## config.mk

```make
export PLATFORM = sky130hd
export DESIGN_NAME = pab_div_cell
export DESIGN_NICKNAME = d
export VERILOG_FILES = /design/src/pab_pkg.sv /design/src/pab_div_cell.sv
export SDC_FILE = /design/constraint.sdc
export NUM_CORES = 1
export LEC_CHECK = 0
export BUFFER_PORTS_ARGS = -buffer_cell sky130_fd_sc_hd__buf_2
export CORE_MARGIN = 2
export CORE_UTILIZATION = 38
export CTS_CLUSTER_SIZE = 30
export DETAILED_ROUTE_END_ITERATION = 8
export PLACE_DENSITY = 0.76
export SYNTH_ARGS = -nofsm -noshare
export SYNTH_HDL_FRONTEND = slang
export SYNTH_SLANG_ARGS = --single-unit
export TNS_END_PERCENT = 5
```

## constraint.sdc

```tcl
create_clock -name clock -period 1.9 [get_ports clock]
set_input_delay 0.38 -clock clock [delete_from_list [all_inputs] [get_ports clock]]
set_output_delay 0.38 -clock clock [all_outputs]
set_load 0.05 [all_outputs]
```

## src/pab_pkg.sv

```systemverilog
// shared types and constants for the pixel alpha blend block
package pab_pkg;

   // pixel formats
   localparam logic FMT_RGB  = 1'b0;
   localparam logic FMT_RGBA = 1'b1;

   // numerator bits of the over-rule quotient, one divider cell per bit
   localparam int NUM_W = 16;

   // front pipeline depth, sets the width of the front valid pipeline
   localparam int FRONT_STAGES = 5;

   // register map index
   typedef enum logic [1:0] {
      REG_SRC_FMT = 2'd0,
      REG_DST_FMT = 2'd1,
      REG_GALPHA  = 2'd2
   } pab_reg_type;

   // how a pixel is resolved
   typedef enum logic [1:0] {
      KIND_FIXED,
      KIND_MIX,
      KIND_OVER
   } pab_kind_type;

   // input word
   typedef struct packed {
      logic [7:0] src_red;
      logic [7:0] src_green;
      logic [7:0] src_blue;
      logic [7:0] src_alpha;
      logic [7:0] dst_red;
      logic [7:0] dst_green;
      logic [7:0] dst_blue;
      logic [7:0] dst_alpha;
      logic       row_end_in;
   } pab_req_type;

   // result word
   typedef struct packed {
      logic [7:0] out_red;
      logic [7:0] out_green;
      logic [7:0] out_blue;
      logic [7:0] out_alpha;
      logic       row_end_out;
   } pab_rsp_type;

   // configuration seen by the datapath
   typedef struct packed {
      logic       src_fmt;
      logic       dst_fmt;
      logic [7:0] galpha;
   } pab_cfg_type;

   // data handed from cell to cell; index 0 red, 1 green, 2 blue, 3 alpha
   typedef struct packed {
      logic                        div;
      logic [7:0]                  oa;
      logic [2:0][7:0]             rem;
      logic [2:0][NUM_W-1:0]       work;
      logic [3:0][7:0]             fixed;
      logic                        row_end;
   } pab_cell_type;

endpackage

```

## src/pab_div_cell.sv

```systemverilog
// one restoring divide step for the three colour channels
module pab_div_cell (
   input  logic                  clock,
   input  logic                  reset,
   input  logic                  in_valid,
   input  pab_pkg::pab_cell_type in_data,
   output logic                  out_valid,
   output pab_pkg::pab_cell_type out_data
);
   import pab_pkg::*;

   logic         valid_ff;
   pab_cell_type data_ff, data_in;
   logic [2:0][8:0] trial;
   logic [2:0]      take;

   // shift in one numerator bit, subtract the divisor when it fits
   always_comb begin
      data_in = in_data;
      for (int k = 0; k < 3; k++) begin
         trial[k] = {in_data.rem[k], in_data.work[k][NUM_W-1]};
         take[k]  = (trial[k] >= {1'b0, in_data.oa});
         data_in.rem[k]  = take[k] ? 8'(trial[k] - {1'b0, in_data.oa}) : trial[k][7:0];
         data_in.work[k] = {in_data.work[k][NUM_W-2:0], take[k]};
      end
   end

   // control
   always_ff @(posedge clock) begin
      if (reset) begin
         valid_ff <= 1'b0;
      end else begin
         valid_ff <= in_valid;
      end
   end

   // payload
   always_ff @(posedge clock) begin
      data_ff <= data_in;
   end

   assign out_valid = valid_ff;
   assign out_data  = data_ff;

endmodule

```

==> metrics.yaml <==
floorplanning:
  initial_core_util: 0.3918
  io_pins: 232
  row_count: 36
  die_w_microns: 104.4
  die_area_sq_mm: 0.01090
  core_area_sq_mm: 0.009774
  fp.dieH_microns: 104.4
layout:
  nets: 835
  final_area_sq_mm: 0.007112
  antenna_cells: 0
  syn2layout_area_growth_pct: 85.69
  layout-drive-gt1-share: 0.5085
  fin_cells: 837
timing:
  worstMarginPinSlew_ns: 0.3775
  period_share: 0.9476
  hold_viol: 0
  finalMaxSlewViolations: 0
  grt_setup_unrepaired: "no"
  maxSlewHeadroom: 0.7457
  period_minus_slack_ns: 1.800
  max_freq_mhz: 555.4
  setup_viol: 0
  finalSetupTns_ns: 0
critical_path:
  start_kind: "input pin"
  path_max_fanout: 5
  worstSetupEndpointType: "flip-flop"
  critical_path_class: "input pin to flip-flop"
  arrival_ns: 2.19
  critPathRequiredTime_ns: 2.29
power_and_ir_drop:
  pwr-share-comb: 0.251
  p_seq_frac: 0.336
  intPower_mw: 5.558
  switchingPower_mw: 2.433
  p_per_area_mw_per_mm2: 1124
  power.leakage_nw: 3.576
  switching_share: 0.3045
  ir_drop_v: 0.0006023
  clockPowerShare: 0.413
clock_tree:
  htreeDepth: 4
  post_cts_buffers: 0
  root_buffer: "clkbuf_8"
  numClockSinks: 115
  cts_max_path_buffers: 2
  clk_pin_slew_ns: 0.06
  cts_tree: "done"
  cts_made_buffers: 17
global_routing:
  antenna_found_initial: 0
  globalRoute.totalOverflow: 0
  grt_pass1_wl_microns: 23420
  first_global_vias: 4324
  grt_max_degree: 17
  grt_usage: 0.2821
synthesis:
  synth-edff-count: 0
  synthArstFlopShare: 0
  synth.cell_area_sq_mm: 0.003830
  ys_seq_elements: 115
  synth_cells: 297
  synth_cell_types: 37
  synth_warnings: 0
  ys_seq_area_frac: 0.6011
  synthesis.nets: 441
  synth-main-ff-cell: "dfxtp_1"
  avgSynthCellArea_sq_um: 12.90
detailed_routing:
  ant_nets: 0
  wl_microns: 15420
  met1_length_microns: 5950
  drt_drc_violations_left: 0
  vias_per_cell: 4.712
  vias: 3944
  dr.pass1.iters: 4
  top_layer: "met4"
  wl_met2_microns: 7757
  drt_iter0_drc: 147
  dr_wl_met3_microns: 982
  wl_per_cell_microns: 18.42
placed_design:
  placedCellCount: 720
  gp_congestion: 0.8681
  port_buffers: 231
  hpwlAfterDp_microns: 10100
  placed_cell_area_sq_mm: 0.005645
worst_hold_path:
  hold_path_class: "input pin to flip-flop"
  worstHoldPathCells: 2
run:
  max_cap_viol_count: 0
run_status:
  status: "finished, final reports clean"
## power groups by stage
stage	clock (mW)	sequential (mW)	combinational [mW]
after global placement	0	2.72	1.79
after CTS	3.31	2.68	1.98
after detailed placement	0	2.73	1.83
after floorplan	0	3.45	0.500
after global routing	3.46	2.70	2.09
final	3.30	2.68	2.00
## final cells by class
type	count	area (sq um)
clock buffer	21	439.2
clock inverter	11	176.4
fill	621	2663
inverter	21	82.58
multi-input combinational	157	1453
sequential	115	2302
tap	133	166.4
timing repair buffer	379	2492
## sequential cells by signal, indices dropped and copies added (netlist names)
signal	flops
out_valid	1
out_data	114
## cells in the final DEF (no fill, tap or decap), types with 3 or more instances in the layout
cell type	n
a211oi_1	3
ha_1	22
clkbuf_16	16
a21o_1	7
buf_4	62
fa_2	3
nor2b_1	5
nand3_1	5
mux2_4	17
inv_1	20
nor2_1	10
a21oi_1	8
nor4_1	3
a311o_1	3
dlygate4sd3_1	85
buf_2	231
clkinv_4	3
nand2b_1	5
xnor2_1	8
bufinv_16	4
dfxtp_1	115
a211o_1	3
o31a_1	3
nand2_1	4
mux2i_1	6
clkbuf_1	3
nor3_1	8
o21ai_0	6
o21a_1	5
## stage by stage
stage	worst slack (ns)	hold slack, ns	power [mW]	util
after global routing	0.05070	0.04817	8.249	0.7276
after floorplan	-0.1060	0.4077	3.954	-
after CTS	0.1312	0.02524	7.970	0.7276
final	0.09962	0.06102	7.991	0.7276
after detailed placement	-0.4172	0.4836	4.558	0.5776
after global placement	-0.3563	0.4823	4.514	0.5776
## what timing repair did
item / in CTS / in global routing
endpoints found under the hold margin: 85 / 0
gates resized for setup: 0 / 0
hold buffers: 85 / 0
endpoints found under the setup margin: 0 / 0
## metal layers
| layer | GRT usage | vias up |
|---|---|---|
| li1 | - | 1842 |
| met3 | 0.09148 | 49 |
| met5 | 0 | - |
| met2 | 0.4930 | 195 |
| met1 | 0.3010 | 1858 |
| met4 | 0.1506 | 0 |
## cell usage after synthesis, types with 4 or more instances
library cell | instances | area [sq um]
a21o_1 | 7 | 52.55
dfxtp_1 | 115 | 2302
xnor2_1 | 8 | 70.07
nand3_1 | 6 | 30.03
mux2_4 | 17 | 255.2
inv_1 | 21 | 78.83
mux2i_1 | 6 | 60.06
nor3_1 | 9 | 45.04
nand2b_1 | 5 | 31.28
o21ai_0 | 6 | 30.03
nor2b_1 | 5 | 31.28
nand2_1 | 4 | 15.01
nor2_1 | 10 | 37.54
ha_1 | 24 | 300.3
a21oi_1 | 8 | 40.04
o21a_1 | 5 | 37.54
## worst max-delay path, stage by stage
cell and delay [ns]:
buf_2 0.12, clkinvlp_4 0.16, ha_4 0.27, a21o_1 0.19, a2111oi_2 0.38, o21a_1 0.22, buf_4 0.16, mux2_4 0.30
## path summary, 6_finish.rpt
path | from | end | slack [ns]
setup / recovery | in_data[111] | out_data[91] | 0.1
hold / removal | reset | out_valid | 0.06
## kinds of logic (layout without fill, tap and decap cells)
| logic type | count (synthesis) | after routing | synth area share |
|---|---|---|---|
| flops | 115 | 115 | 0.6011 |
| simple gates | 46 | 46 | 0.06272 |
| buf+inv | 25 | 432 | 0.03071 |
| compound gates | 52 | 52 | 0.1085 |
| xor+xnor | 9 | 9 | 0.02058 |
| mux | 23 | 23 | 0.08233 |
| fa+ha+maj | 27 | 27 | 0.09409 |
No activity file was read; power rests on OpenSTA's default activity.
