**src/pab_pkg.sv**
```systemverilog
// shared types and constants for the pixel alpha blend block
package pab_pkg;

   // pixel formats
   localparam logic FMT_RGB  = 1'b0;
   localparam logic FMT_RGBA = 1'b1;

   // numerator bits of the over-rule quotient, one divider cell per bit
   localparam int NUM_W = 16;

   // front pipeline depth, sets the width of the front valid pipeline
   localparam int FRONT_STAGES = 5;

   // register map index
   typedef enum logic [1:0] {
      REG_SRC_FMT = 2'd0,
      REG_DST_FMT = 2'd1,
      REG_GALPHA  = 2'd2
   } pab_reg_type;

   // how a pixel is resolved
   typedef enum logic [1:0] {
      KIND_FIXED,
      KIND_MIX,
      KIND_OVER
   } pab_kind_type;

   // input word
   typedef struct packed {
      logic [7:0] src_red;
      logic [7:0] src_green;
      logic [7:0] src_blue;
      logic [7:0] src_alpha;
      logic [7:0] dst_red;
      logic [7:0] dst_green;
      logic [7:0] dst_blue;
      logic [7:0] dst_alpha;
      logic       row_end_in;
   } pab_req_type;

   // result word
   typedef struct packed {
      logic [7:0] out_red;
      logic [7:0] out_green;
      logic [7:0] out_blue;
      logic [7:0] out_alpha;
      logic       row_end_out;
   } pab_rsp_type;

   // configuration seen by the datapath
   typedef struct packed {
      logic       src_fmt;
      logic       dst_fmt;
      logic [7:0] galpha;
   } pab_cfg_type;

   // data handed from cell to cell; index 0 red, 1 green, 2 blue, 3 alpha
   typedef struct packed {
      logic                        div;
      logic [7:0]                  oa;
      logic [2:0][7:0]             rem;
      logic [2:0][NUM_W-1:0]       work;
      logic [3:0][7:0]             fixed;
      logic                        row_end;
   } pab_cell_type;

endpackage

```
**src/pab_front.sv**
```systemverilog
// front pipeline: mode decode, products, divides by 255, over-rule numerator
module pab_front (
   input  logic                 clock,
   input  logic                 reset,
   input  logic                 in_valid,
   input  pab_pkg::pab_req_type in_data,
   input  pab_pkg::pab_cfg_type cfg,
   output logic                 out_valid,
   output pab_pkg::pab_cell_type out_data
);
   import pab_pkg::*;

   // reciprocal of 255 scaled by 2^23
   localparam logic [15:0] RECIP = 16'd32897;

   logic [FRONT_STAGES-1:0] valid_ff;
   logic [FRONT_STAGES-1:0] valid_in;

   // stage 1 registers
   pab_kind_type    kind1_ff, kind1_in;
   logic [7:0]      w1_ff, w1_in;
   logic [2:0][7:0] s1_ff, s1_in;
   logic [2:0][7:0] d1_ff, d1_in;
   logic [7:0]      da1_ff, da1_in;
   logic [3:0][7:0] fix1_ff, fix1_in;
   logic            re1_ff, re1_in;

   // stage 2 registers
   pab_kind_type     kind2_ff;
   logic [2:0][15:0] ps2_ff, ps2_in;
   logic [2:0][15:0] pd2_ff, pd2_in;
   logic [15:0]      pa2_ff, pa2_in;
   logic [7:0]       w2_ff, inv2_ff, da2_ff;
   logic [3:0][7:0]  fix2_ff;
   logic             re2_ff;

   // stage 3 registers
   pab_kind_type     kind3_ff;
   logic [2:0][15:0] sum3_ff, sum3_in;
   logic [2:0][23:0] pdi3_ff, pdi3_in;
   logic [15:0]      xa3_ff, xa3_in;
   logic [2:0][15:0] ps3_ff;
   logic [7:0]       w3_ff, da3_ff;
   logic [3:0][7:0]  fix3_ff;
   logic             re3_ff;

   // stage 4 registers
   pab_kind_type     kind4_ff;
   logic [2:0][7:0]  mq4_ff, mq4_in;
   logic [7:0]       oa4_ff, oa4_in;
   logic [2:0][16:0] est4_ff, est4_in;
   logic [2:0][23:0] pdi4_ff;
   logic [2:0][15:0] ps4_ff;
   logic [7:0]       da4_ff;
   logic [3:0][7:0]  fix4_ff;
   logic             re4_ff;

   // stage 5 register
   pab_cell_type     cell5_ff, cell5_in;

   logic [7:0]  inv1;
   logic [31:0] prod_a;
   logic [2:0][31:0] prod_m;
   logic [2:0][39:0] prod_q;
   logic [2:0][24:0] back;
   logic [2:0][16:0] q3;
   logic [2:0][16:0] num;

   assign valid_in = {valid_ff[FRONT_STAGES-2:0], in_valid};

   // mode decode
   always_comb begin
      s1_in  = {in_data.src_blue, in_data.src_green, in_data.src_red};
      d1_in  = {in_data.dst_blue, in_data.dst_green, in_data.dst_red};
      da1_in = in_data.dst_alpha;
      re1_in = in_data.row_end_in;
      kind1_in = KIND_MIX;
      w1_in  = cfg.galpha;
      fix1_in = {in_data.dst_alpha, in_data.dst_blue, in_data.dst_green, in_data.dst_red};
      if (cfg.src_fmt == cfg.dst_fmt && cfg.galpha == 8'd255) begin
         kind1_in = KIND_FIXED;
         fix1_in = {(cfg.src_fmt == FMT_RGBA) ? in_data.src_alpha : in_data.dst_alpha,
                    in_data.src_blue, in_data.src_green, in_data.src_red};
      end else if (cfg.src_fmt == FMT_RGBA && cfg.dst_fmt == FMT_RGBA) begin
         w1_in = in_data.src_alpha;
         if (in_data.src_alpha == 8'd0) begin
            kind1_in = KIND_FIXED;
         end else if (in_data.src_alpha == 8'd255 || in_data.dst_alpha == 8'd0) begin
            kind1_in = KIND_FIXED;
            fix1_in = {in_data.src_alpha, in_data.src_blue, in_data.src_green,
                       in_data.src_red};
         end else begin
            kind1_in = KIND_OVER;
         end
      end else if (cfg.src_fmt == FMT_RGBA) begin
         w1_in = in_data.src_alpha;
      end
   end

   // products
   always_comb begin
      inv1 = 8'd255 - w1_ff;
      for (int k = 0; k < 3; k++) begin
         ps2_in[k] = s1_ff[k] * w1_ff;
         pd2_in[k] = d1_ff[k] * ((kind1_ff == KIND_OVER) ? da1_ff : inv1);
      end
      pa2_in = da1_ff * inv1;
   end

   // sums and the scaled destination product
   always_comb begin
      for (int k = 0; k < 3; k++) begin
         sum3_in[k] = ps2_ff[k] + pd2_ff[k] + 16'd127;
         pdi3_in[k] = pd2_ff[k] * inv2_ff + 24'd127;
      end
      xa3_in = pa2_ff + 16'd127;
   end

   // divide by 255 through the reciprocal
   always_comb begin
      prod_a = xa3_ff * RECIP;
      oa4_in = w3_ff + prod_a[30:23];
      for (int k = 0; k < 3; k++) begin
         prod_m[k]  = sum3_ff[k] * RECIP;
         mq4_in[k]  = prod_m[k][30:23];
         prod_q[k]  = pdi3_ff[k] * RECIP;
         est4_in[k] = prod_q[k][39:23];
      end
   end

   // estimate correction and numerator of the final divide
   always_comb begin
      for (int k = 0; k < 3; k++) begin
         back[k] = {est4_ff[k], 8'd0} - {8'd0, est4_ff[k]};
         q3[k]   = (back[k] > {1'b0, pdi4_ff[k]}) ? est4_ff[k] - 17'd1 : est4_ff[k];
         num[k]  = {1'b0, ps4_ff[k]} + q3[k] + {10'd0, oa4_ff[7:1]};
      end
      cell5_in.div     = (kind4_ff == KIND_OVER);
      cell5_in.oa      = oa4_ff;
      cell5_in.rem     = '0;
      cell5_in.work    = {num[2][NUM_W-1:0], num[1][NUM_W-1:0], num[0][NUM_W-1:0]};
      cell5_in.fixed   = (kind4_ff == KIND_MIX) ? {da4_ff, mq4_ff} : fix4_ff;
      cell5_in.row_end = re4_ff;
   end

   // control
   always_ff @(posedge clock) begin
      if (reset) begin
         valid_ff <= '0;
      end else begin
         valid_ff <= valid_in;
      end
   end

   // payload
   always_ff @(posedge clock) begin
      kind1_ff <= kind1_in;
      w1_ff    <= w1_in;
      s1_ff    <= s1_in;
      d1_ff    <= d1_in;
      da1_ff   <= da1_in;
      fix1_ff  <= fix1_in;
      re1_ff   <= re1_in;

      kind2_ff <= kind1_ff;
      ps2_ff   <= ps2_in;
      pd2_ff   <= pd2_in;
      pa2_ff   <= pa2_in;
      w2_ff    <= w1_ff;
      inv2_ff  <= inv1;
      da2_ff   <= da1_ff;
      fix2_ff  <= fix1_ff;
      re2_ff   <= re1_ff;

      kind3_ff <= kind2_ff;
      sum3_ff  <= sum3_in;
      pdi3_ff  <= pdi3_in;
      xa3_ff   <= xa3_in;
      ps3_ff   <= ps2_ff;
      w3_ff    <= w2_ff;
      da3_ff   <= da2_ff;
      fix3_ff  <= fix2_ff;
      re3_ff   <= re2_ff;

      kind4_ff <= kind3_ff;
      mq4_ff   <= mq4_in;
      oa4_ff   <= oa4_in;
      est4_ff  <= est4_in;
      pdi4_ff  <= pdi3_ff;
      ps4_ff   <= ps3_ff;
      da4_ff   <= da3_ff;
      fix4_ff  <= fix3_ff;
      re4_ff   <= re3_ff;

      cell5_ff <= cell5_in;
   end

   assign out_valid = valid_ff[FRONT_STAGES-1];
   assign out_data  = cell5_ff;

endmodule

```
**config.mk**
```make
export PLATFORM = sky130hd
export DESIGN_NAME = pab_front
export DESIGN_NICKNAME = d
export VERILOG_FILES = /design/src/pab_pkg.sv /design/src/pab_front.sv
export SDC_FILE = /design/constraint.sdc
export NUM_CORES = 2
export LEC_CHECK = 0
export ABC_AREA = 1
export ABC_CLOCK_PERIOD_IN_PS = 6600
export BUFFER_PORTS_ARGS = -buffer_cell sky130_fd_sc_hd__buf_2
export CORE_ASPECT_RATIO = 0.7
export CORE_UTILIZATION = 43
export DETAILED_ROUTE_END_ITERATION = 7
export SLEW_MARGIN = 20
export SYNTH_ARGS = -nofsm -noshare
export SYNTH_HDL_FRONTEND = slang
export SYNTH_SLANG_ARGS = --single-unit
```
**constraint.sdc**
```tcl
create_clock -name clock -period 6.6 [get_ports clock]
set_input_delay 0.33 -clock clock [delete_from_list [all_inputs] [get_ports clock]]
set_output_delay 0.33 -clock clock [all_outputs]
set_load 0.1 [all_outputs]
```
==> reports/qor.yml <==
synthesis.area_um2: 68900
synth-seq-cells: 846
critPathKind: "flop to flop"
synth_top_flop_cell: "dfxtp_1"
grt_util_all_layers_pct: 23.1
num_rows: 122
nNetsFinal: 10200
clkLatencyLatePin_ns: 0.75
cts_buffers: 87
synth_area_per_cell_um2: 8.56
start_util_pct: 43.5
critPathLaunchType: "flop"
crit_end: "out_data[46]$_DFF_P_"
synthAdderAreaFrac_pct: 38.8
cp-startpoint: "est4_ff[10]$_DFF_P_"
max_cap_violations: 0
yosysSeqAreaShare_pct: 24.6
cts_max_level: 3
cp-end-kind: "flop"
crit_arrival_ns: 6.63
status: "complete, no violations"
fmax_mhz: 165
vias: 52200
routedWlPerCell_um: 17.5
path_common_cell: "nand2_1"
gp_congestion: 0.917
r2r_start: "est4_ff[10]$_DFF_P_"
die_x_um: 481
maxSlewHeadroom_pct: 27.7
synth_top_area_cell: "dfxtp_1"
slowest_delay_ns: 0.52
fin_skew_ns: 0.0580
hold_depth: 6
reg2regPathDepth: 34
synthToLayoutAreaGrowth_pct: 10.4
coreArea_um2: 159000
synth_cell_types: 68
grt_max_degree: 33
hpwl_um: 149000
min_period_ns: 6.05
root_buffer: "clkbuf_16"
synth_xor_area_share_pct: 5.08
fp.dieH_um: 337
num_io_pins: 193
synthTopCellsByCount: "inv_1, nand2_1, ha_1, dfxtp_1, fa_1"
synth_enable_flop_cells: 0
synth_compound_area_share_pct: 6.87
cpMaxStageDelayCell: "dfxtp_1"
io_buffers: 168
routed_wl_um: 183000
dieArea_um2: 162000
synth.area.top_cells: "dfxtp_1, ha_1, fa_1, inv_1, nand2_1"
synth.most_common_cell: "inv_1"
first_pass_iters: 5
r2r_setup_slack_ns: 0.55
synth_mux_area_share_pct: 0.915
antenna_found_initial: 7
worstPathRequired_ns: 7.19
yosys.area_share.simple_pct: 13.7
slew_violations: 0
synth_top_family_by_area: "adder cells"
via_per_inst: 4.98
synthCells: 8058
period_share_pct: 91.6
ys_warn_count: 0
drtAntennaViolNets: 0
path_clk_slew_ns: 0.07
drive_gt1_share_pct: 6.28
synth_top_area_share_pct: 24.6
cts.sink_count: 846
cts_tree: "built"
grt_pass1_wl_um: 292000
overflow: 0
tns_ns: 0
postCtsSetupRepairBufs: 0
r2r-end: "out_data[46]$_DFF_P_"
first_global_vias: 51900
crit_fanout: 18
stdcell_count: 10500
dp.cells: 10200
drt_iter0_drc: 3674
rsz0062_at_grt: "false"
drc: 0
hold_viol: 0
finalSetupViolations: 0
async_flop_share_pct: 0
hold_class: "primary input to flop"
clockBufferDepth: 3
max_slew.worst_pin.slew_ns: 1.08
==> worst max-delay path: cells and delay by family, from the launching register on <==
family | cells | cell delay [ns]
AND/OR/NAND/NOR | 19 | 2.25
adder cells (fa/ha/maj) | 5 | 1.72
AO/OA/AOI/OAI | 6 | 0.91
flip-flops | 1 | 0.52
XOR/XNOR | 2 | 0.31
buffers and inverters | 2 | 0.21
==> cells in the final DEF, fill, tap and decap left out, types with 168 or more instances in the layout <==
| master | synthesis | final |
|---|---|---|
| inv_1 | 1601 | 1601 |
| nand2_1 | 1470 | 1469 |
| ha_1 | 1222 | 1222 |
| dfxtp_1 | 846 | 837 |
| fa_1 | 571 | 571 |
| nor2_1 | 471 | 471 |
| a21oi_1 | 421 | 421 |
| xor2_1 | 289 | 289 |
| o21ai_0 | 192 | 187 |
| nand3_1 | 168 | 168 |
| buf_2 | 6 | 168 |
==> registers in the layout, summed over array words and instances, names as in the netlist, 16 cells and up <==
| name | flops |
|---|---|
| fix1_ff | 32 |
| pa2_ff | 16 |
| s1_ff | 24 |
| ps2_ff | 48 |
| sum3_ff | 48 |
| mq4_ff | 24 |
| est4_ff | 51 |
| pd2_ff | 48 |
| out_data | 90 |
| pdi3_ff | 72 |
| ps4_ff | 48 |
| fix3_ff | 32 |
| d1_ff | 24 |
| ps3_ff | 48 |
| xa3_ff | 16 |
| fix2_ff | 32 |
| pdi4_ff | 72 |
| fix4_ff | 32 |
==> worst min-delay path by stage <==
stage	from	endpoint	slack (ns)
after floorplan	da2_ff[0]$_DFF_P_	da3_ff[0]$_DFF_P_	0.31
after global placement	w2_ff[4]$_DFF_P_	w3_ff[4]$_DFF_P_	0.31
after detailed placement	fix2_ff[23]$_DFF_P_	fix3_ff[23]$_DFF_P_	0.31
after CTS	cfg[4]	kind1_ff[0]$_SDFF_PP0_	0.04
after global routing	cfg[9]	fix1_ff[30]$_DFF_P_	0.11
final	cfg[4]	kind1_ff[0]$_SDFF_PP0_	0.11
==> routing by layer <==
layer	share of wire [%]	vias up	GRT usage (%)
li1	-	25700	-
met1	51	24900	35.0
met2	39	1356	33.2
met3	7.2	181	4.48
met4	2.3	2	5.53
met5	0.0071	-	0
==> per-stage QoR <==
step                util (%)  hold slack, ns  setup WS, ns  area (um2)
floorplan                  -           0.310          1.28       69000
global placement        45.4           0.310         0.551       72100
detailed placement      45.4           0.312         0.465       72100
CTS                     48.0          0.0365         0.432       76100
global route            48.0           0.114        0.0112       76100
finish                  48.0           0.112         0.551       76100
==> layout make-up <==
cell class / instances / area, um2
Fill cell: 15100 / 82500
Multi-Input combinational cell: 5428 / 45100
Sequential cell: 846 / 16900
Inverter: 1614 / 6060
Tap cell: 2108 / 2640
Clock buffer: 97 / 2270
Timing Repair Buffer: 314 / 2150
Clock inverter: 65 / 901
Antenna cell: 3 / 7.51
==> what timing repair did <==
item                                   4_1_cts  5_1_grt
hold buffers                                85        0
gates resized for setup                      0        2
setup endpoints to repair                    0        3
endpoints found under the hold margin      103        0
==> logic make-up after synthesis <==
| kind of cell | Yosys count |
|---|---|
| adder cells (fa/ha/maj) | 1793 |
| flip-flops | 846 |
| multiplexers | 56 |
| XOR/XNOR | 399 |
| buffers and inverters | 1807 |
| AO/OA/AOI/OAI | 851 |
| AND/OR/NAND/NOR | 2305 |
| other | 1 |
Power is not shown: default switching activity piles up to over one toggle a cycle in this logic, so the estimate is an artifact.
